--- src/rtl/scd1_pkg.sv ---
// Package with the shared types, constants and lookup function of the scan-code decoder.
package scd1_pkg;

   localparam logic [7:0] PrefixByte = 8'hE0;
   localparam logic [7:0] ReleaseBit = 8'h80;
   localparam int unsigned NormalLast = 85;
   localparam int unsigned ExtCount = 12;
   localparam int unsigned ExtIdxWidth = $clog2(ExtCount);

   typedef enum logic [1:0] {
      KIND_PREFIX  = 2'd0,
      KIND_UPDATED = 2'd1,
      KIND_IGNORED = 2'd2
   } event_kind_type;

   typedef struct packed {
      logic                   hit;
      logic [ExtIdxWidth-1:0] idx;
   } ext_lookup_type;

   typedef struct packed {
      event_kind_type         kind;
      logic                   is_extended;
      logic [6:0]             key_code;
      logic                   is_pressed;
      logic [ExtIdxWidth-1:0] ext_idx;
   } decode_type;

   // Maps an extended key code to its place in the extended key store.
   function automatic ext_lookup_type ext_lookup(input logic [6:0] code);
      ext_lookup_type res;
      res.hit = 1'b1;
      res.idx = '0;
      unique case (code)
         7'd29: res.idx = ExtIdxWidth'(0);
         7'd53: res.idx = ExtIdxWidth'(1);
         7'd56: res.idx = ExtIdxWidth'(2);
         7'd71: res.idx = ExtIdxWidth'(3);
         7'd72: res.idx = ExtIdxWidth'(4);
         7'd73: res.idx = ExtIdxWidth'(5);
         7'd75: res.idx = ExtIdxWidth'(6);
         7'd77: res.idx = ExtIdxWidth'(7);
         7'd79: res.idx = ExtIdxWidth'(8);
         7'd80: res.idx = ExtIdxWidth'(9);
         7'd81: res.idx = ExtIdxWidth'(10);
         7'd82: res.idx = ExtIdxWidth'(11);
         default: res.hit = 1'b0;
      endcase
      return res;
   endfunction

endpackage

--- src/rtl/scan_code_set1_key_state_decoder.sv ---
// Top level of the set 1 scan-code decoder with its pressed-key store.
//
// The request channel carries one raw keyboard byte per beat on req_scan_byte.
// The response channel returns one beat per request beat, in order, carrying
// the event kind, the extended flag, the key code and the pressed flag.
// The byte E0 arms the extended prefix; the next other byte is looked up among
// the extended keys and clears the flag again.
// Each request beat is decoded in the cycle it is accepted and its response is
// held in the output register from the next cycle on.
// One beat is accepted every cycle unless the receiver stalls: the decode is a
// small table lookup and a bit write into the key store, done in that cycle.
// If the receiver stalls, the pending response stays in the output register and
// req_ready drops until it is taken; a waiting response never blocks a request
// beat in the same cycle in which it is taken.
// Reset clears the prefix flag, every key bit in the store and the output
// register valid flag; the block accepts a beat in the first cycle after reset.
module scan_code_set1_key_state_decoder (
   input  logic       clock,
   input  logic       reset,
   input  logic       req_valid,
   output logic       req_ready,
   input  logic [7:0] req_scan_byte,
   output logic       rsp_valid,
   input  logic       rsp_ready,
   output logic [1:0] rsp_event_kind,
   output logic       rsp_is_extended,
   output logic [6:0] rsp_key_code,
   output logic       rsp_is_pressed
);

   scd1_pkg::decode_type dec;

   logic                               req_fire;
   logic                               prefix_ff;
   logic                               prefix_in;
   logic                               rsp_valid_ff;
   logic                               rsp_valid_in;
   scd1_pkg::event_kind_type           kind_ff;
   logic                               ext_ff;
   logic [6:0]                         code_ff;
   logic                               pressed_ff;
   logic [scd1_pkg::NormalLast:1]      norm_down_ff;
   logic [scd1_pkg::ExtCount-1:0]      ext_down_ff;

   scd1_decode u_decode (
      .scan_byte      (req_scan_byte),
      .prefix_pending (prefix_ff),
      .dec            (dec)
   );

   assign req_ready = !rsp_valid_ff || rsp_ready;
   assign req_fire  = req_valid && req_ready;

   always_comb begin
      prefix_in = prefix_ff;
      if (req_fire) begin
         prefix_in = (dec.kind == scd1_pkg::KIND_PREFIX);
      end
      rsp_valid_in = rsp_valid_ff;
      if (req_fire) begin
         rsp_valid_in = 1'b1;
      end else if (rsp_ready) begin
         rsp_valid_in = 1'b0;
      end
   end

   always_ff @(posedge clock) begin
      if (reset) begin
         prefix_ff    <= 1'b0;
         rsp_valid_ff <= 1'b0;
         norm_down_ff <= '0;
         ext_down_ff  <= '0;
      end else begin
         prefix_ff    <= prefix_in;
         rsp_valid_ff <= rsp_valid_in;
         if (req_fire && dec.kind == scd1_pkg::KIND_UPDATED) begin
            if (dec.is_extended) begin
               ext_down_ff[dec.ext_idx] <= dec.is_pressed;
            end else begin
               norm_down_ff[dec.key_code] <= dec.is_pressed;
            end
         end
      end
   end

   always_ff @(posedge clock) begin
      if (req_fire) begin
         kind_ff    <= dec.kind;
         ext_ff     <= dec.is_extended;
         code_ff    <= dec.key_code;
         pressed_ff <= dec.is_pressed;
      end
   end

   assign rsp_valid       = rsp_valid_ff;
   assign rsp_event_kind  = 2'(kind_ff);
   assign rsp_is_extended = ext_ff;
   assign rsp_key_code    = code_ff;
   assign rsp_is_pressed  = pressed_ff;

   a_prefix_arms : assert property (@(posedge clock) disable iff (reset)
      req_fire && req_scan_byte == scd1_pkg::PrefixByte |=> prefix_ff)
      else $error("Prefix byte did not arm the prefix flag.");

   a_prefix_fields_zero : assert property (@(posedge clock) disable iff (reset)
      rsp_valid && rsp_event_kind == 2'(scd1_pkg::KIND_PREFIX)
      |-> !rsp_is_extended && rsp_key_code == 7'd0 && !rsp_is_pressed)
      else $error("Prefix response carries nonzero key fields.");

   a_normal_store : assert property (@(posedge clock) disable iff (reset)
      req_fire && dec.kind == scd1_pkg::KIND_UPDATED && !dec.is_extended
      |=> norm_down_ff[$past(dec.key_code)] == $past(dec.is_pressed))
      else $error("Normal key bit does not follow the updated key.");

   a_ext_store : assert property (@(posedge clock) disable iff (reset)
      req_fire && dec.kind == scd1_pkg::KIND_UPDATED && dec.is_extended
      |=> ext_down_ff[$past(dec.ext_idx)] == $past(dec.is_pressed))
      else $error("Extended key bit does not follow the updated key.");

   a_ignored_normal : assert property (@(posedge clock) disable iff (reset)
      rsp_valid && rsp_event_kind == 2'(scd1_pkg::KIND_IGNORED) && !rsp_is_extended
      |-> rsp_key_code == 7'd0 || rsp_key_code > 7'(scd1_pkg::NormalLast))
      else $error("A mapped normal key was reported as ignored.");

endmodule

--- src/rtl/scd1_decode.sv ---
// Combinational decode of one scan byte against the pending prefix flag.
module scd1_decode (
   input  logic [7:0]          scan_byte,
   input  logic                prefix_pending,
   output scd1_pkg::decode_type dec
);

   logic [6:0]               code;
   logic                     normal_hit;
   scd1_pkg::ext_lookup_type ext;

   assign code       = scan_byte[6:0];
   assign normal_hit = (code != 7'd0) && (code <= 7'(scd1_pkg::NormalLast));
   assign ext        = scd1_pkg::ext_lookup(code);

   always_comb begin
      dec.ext_idx = ext.idx;
      if (scan_byte == scd1_pkg::PrefixByte) begin
         dec.kind        = scd1_pkg::KIND_PREFIX;
         dec.is_extended = 1'b0;
         dec.key_code    = '0;
         dec.is_pressed  = 1'b0;
      end else begin
         dec.is_extended = prefix_pending;
         dec.key_code    = code;
         dec.is_pressed  = ((scan_byte & scd1_pkg::ReleaseBit) == 8'd0);
         if (prefix_pending ? ext.hit : normal_hit) begin
            dec.kind = scd1_pkg::KIND_UPDATED;
         end else begin
            dec.kind = scd1_pkg::KIND_IGNORED;
         end
      end
   end

endmodule
--- config.mk ---
export PLATFORM = sky130hd
export DESIGN_NAME = scan_code_set1_key_state_decoder
export DESIGN_NICKNAME = d
export VERILOG_FILES = /design/src/rtl/scd1_pkg.sv /design/src/rtl/scan_code_set1_key_state_decoder.sv /design/src/rtl/scd1_decode.sv
export SDC_FILE = /design/constraint.sdc
export NUM_CORES = 1
export LEC_CHECK = 0
export BUFFER_PORTS_ARGS = -buffer_cell sky130_fd_sc_hd__buf_2
export CAP_MARGIN = 20
export CORE_MARGIN = 2
export CORE_UTILIZATION = 50
export CTS_BUF_LIST = sky130_fd_sc_hd__clkbuf_2
export DETAILED_ROUTE_END_ITERATION = 8
export PLACE_DENSITY = 0.78
export SYNTH_ARGS = -nofsm -noshare
export SYNTH_HDL_FRONTEND = slang
export SYNTH_HIERARCHICAL = 1
export SYNTH_SLANG_ARGS = --single-unit
--- constraint.sdc ---
create_clock -name clock -period 6.14 [get_ports clock]
set_input_delay 1.228 -clock clock [delete_from_list [all_inputs] [get_ports clock]]
set_output_delay 1.228 -clock clock [all_outputs]
set_load 0.1 [all_outputs]
==> run summary <==
largest net degree at the start of global routing - 13
Mapped Area - 719 um2
worst reg2reg setup slack - 4.58 ns
port bufs - 24
Slew Limit Fails - 0
core area - 1320 um2
fill count - 103
H-tree lvl count - 1
Int Pwr - 0.133 mW
min-delay src - rsp_valid
Seq pwr share - 48.1%
VDD IR max - 0.117 mV
P_sw - 0.0841 mW
fin crit share - 50.2%
WHS Path Cells - 2
worst slew pin tran - 0.767 ns
Max clock buf depth - 2
post-route ant nets - 0
Clk pwr share - 20.5%
final net count - 100
area grow syn2layout - 16.7%
dpl hpwl - 1100 um
final hold vios - 0
Design Area, Final - 840 um2
Comb power frac - 31.5%
fmax - 324 MHz
chip width - 41.9 um
DRC errors left - 0
WHS Endpoint - rsp_valid
leakage - 0.359 nW
Final WS setup - 3.06 ns
YS warnings - 6
FF-to-FF End - prefix_ff
n_diodes - 0
total gr overflow - 0
gr usage total - 18.2%
die area - 1760 um2
initial antenna violation count - 0
iteration count of the initial detailed-routing pass - 4
total CTS buffers - 3
critical path's largest stage delay - 0.43 ns
Sw Ratio - 38.7%
WL/cell - 15.2 um
via/cell ratio - 5.94
Worst R2R Path Depth - 5
cts hold-fix bufs - 0
Worst R2R Start - prefix_ff
Buf+Inv Stages, Crit Path - 2
vias in the first global route - 504
critical path required time - 4.91 ns
clk_skew - 0.00259 ns
kind of critical path - input pin to output port
ratio of cells with drive above 1 in the final layout - 41.4%
Tightest Hold Check Type - flip-flop to flip-flop
Worst Setup Start Kind - input pin
sequential cell area - 370 um2
initial DRC count - 39
unrepaired setup endpoints after global routing - false
Worst-path clk slew - 0.12 ns
Starting Density - 54.6%
CP Capture Type - output port
most frequent CP cell - buf_2
worst-path cell with the longest stage delay - buf_2
Root Driver - clkbuf_2
Crit path arrival time - 1.86 ns
global placement routability congestion - 0.886
Worst path top cell family by delay - buffers and inverters
Pwr Density - 259 nW/um2
Die Y - 41.9 um
max cap viols - 0
Slew HR - 48.4%
CP max FO - 4
TritonCTS clock tree - yes
minimum clock period - 3.08 ns
Row Count - 13
multi-input logic area - 292 um2
Post-Synthesis Cells - 69
worst skew pair latency - 0.26 ns
post-cts gate resize count - 0
Synthesized Nets - 81
io pins - 25
clock sink count - 13
first-pass GRT wire length - 2380 um
setup TNS - 0 ns
via count - 606
dpl ws - 2.94 ns
status - finished, final reports clean
placed cell area - 820 um2
# Post-CTS Setup Buffers - 0
Routed WL - 1550 um
setup violators final - 0
synthesized area per cell - 10.4 um2
CP Cell Sequence - buf_2, nand2b_4, buf_2
==> worst max-delay path by stage <==
stage                     start  depth (start not counted)   endpoint
5_1_grt        req_scan_byte[0]                          8  prefix_ff
3_3_place_gp          rsp_ready                          3  req_ready
3_5_place_dp   req_scan_byte[0]                          8  prefix_ff
2_1_floorplan  req_scan_byte[0]                          7  prefix_ff
4_1_cts               rsp_ready                          3  req_ready
6_report              rsp_ready                          3  req_ready
==> state kept, by name, indices dropped and copies added, names as in the netlist <==
name,count
rsp_valid,1
rsp_is_pressed,1
rsp_event_kind,2
rsp_key_code,7
rsp_is_extended,1
prefix_ff,1
==> power groups by stage <==
| stage | sequential (mW) | clock, mW | combinational [mW] |
|---|---|---|---|
| global route | 0.105 | 0.0479 | 0.0709 |
| finish | 0.104 | 0.0444 | 0.0683 |
| global placement | 0.106 | 0 | 0.0665 |
| detailed placement | 0.107 | 0 | 0.0675 |
| floorplan | 0.144 | 0 | 0.0188 |
| CTS | 0.104 | 0.0444 | 0.0676 |
==> layout by cell type (no fill, tap or decap), types with 2 or more instances in the layout <==
master    instances
or3b_2            2
nor2b_1           3
buf_2            24
nand2b_1          2
nand2_1           3
a21o_1            2
a21oi_1           4
edfxtp_1         11
nand3_1           2
inv_1             5
nor3_1            2
nor2_1            3
clkbuf_2          4
dfxtp_1           2
nor3b_1           2
==> layout make-up <==
class                   instances  share of cell area (%)
clock buffers                   4                    2.38
inverters                       5                    2.24
multi-input cells              41                    34.7
flip-flops and latches         13                    44.1
well taps                      15                    2.24
repair buffers                 24                    14.3
==> through the flow <==
step                power [mW]  hold WS [ns]  std cells  util (%)
floorplan                0.162         0.493         69         -
global placement         0.173         0.504         98      62.2
detailed placement       0.174         0.510         98      62.2
CTS                      0.217         0.529        102      63.7
global route             0.224         0.556        102      63.7
finish                   0.217         0.532        102      63.7
==> per-layer routing <==
layer	up-vias	global-route usage [%]	share of wire, %
met5	-	0	0
met4	0	11.6	2.3
met3	4	1.74	9.8
met2	60	28.4	49
met1	263	24.1	39
li1	279	-	-
==> worst reg2reg max path: stages, from the launching register on <==
cell and delay, ns:
dfxtp_1 0.46, nor4b_1 0.47, a22oi_1 0.21, nor3_1 0.19, nand3_1 0.11, o21ai_2 0.06
Note: power is estimated with default switching activity, not from simulation.
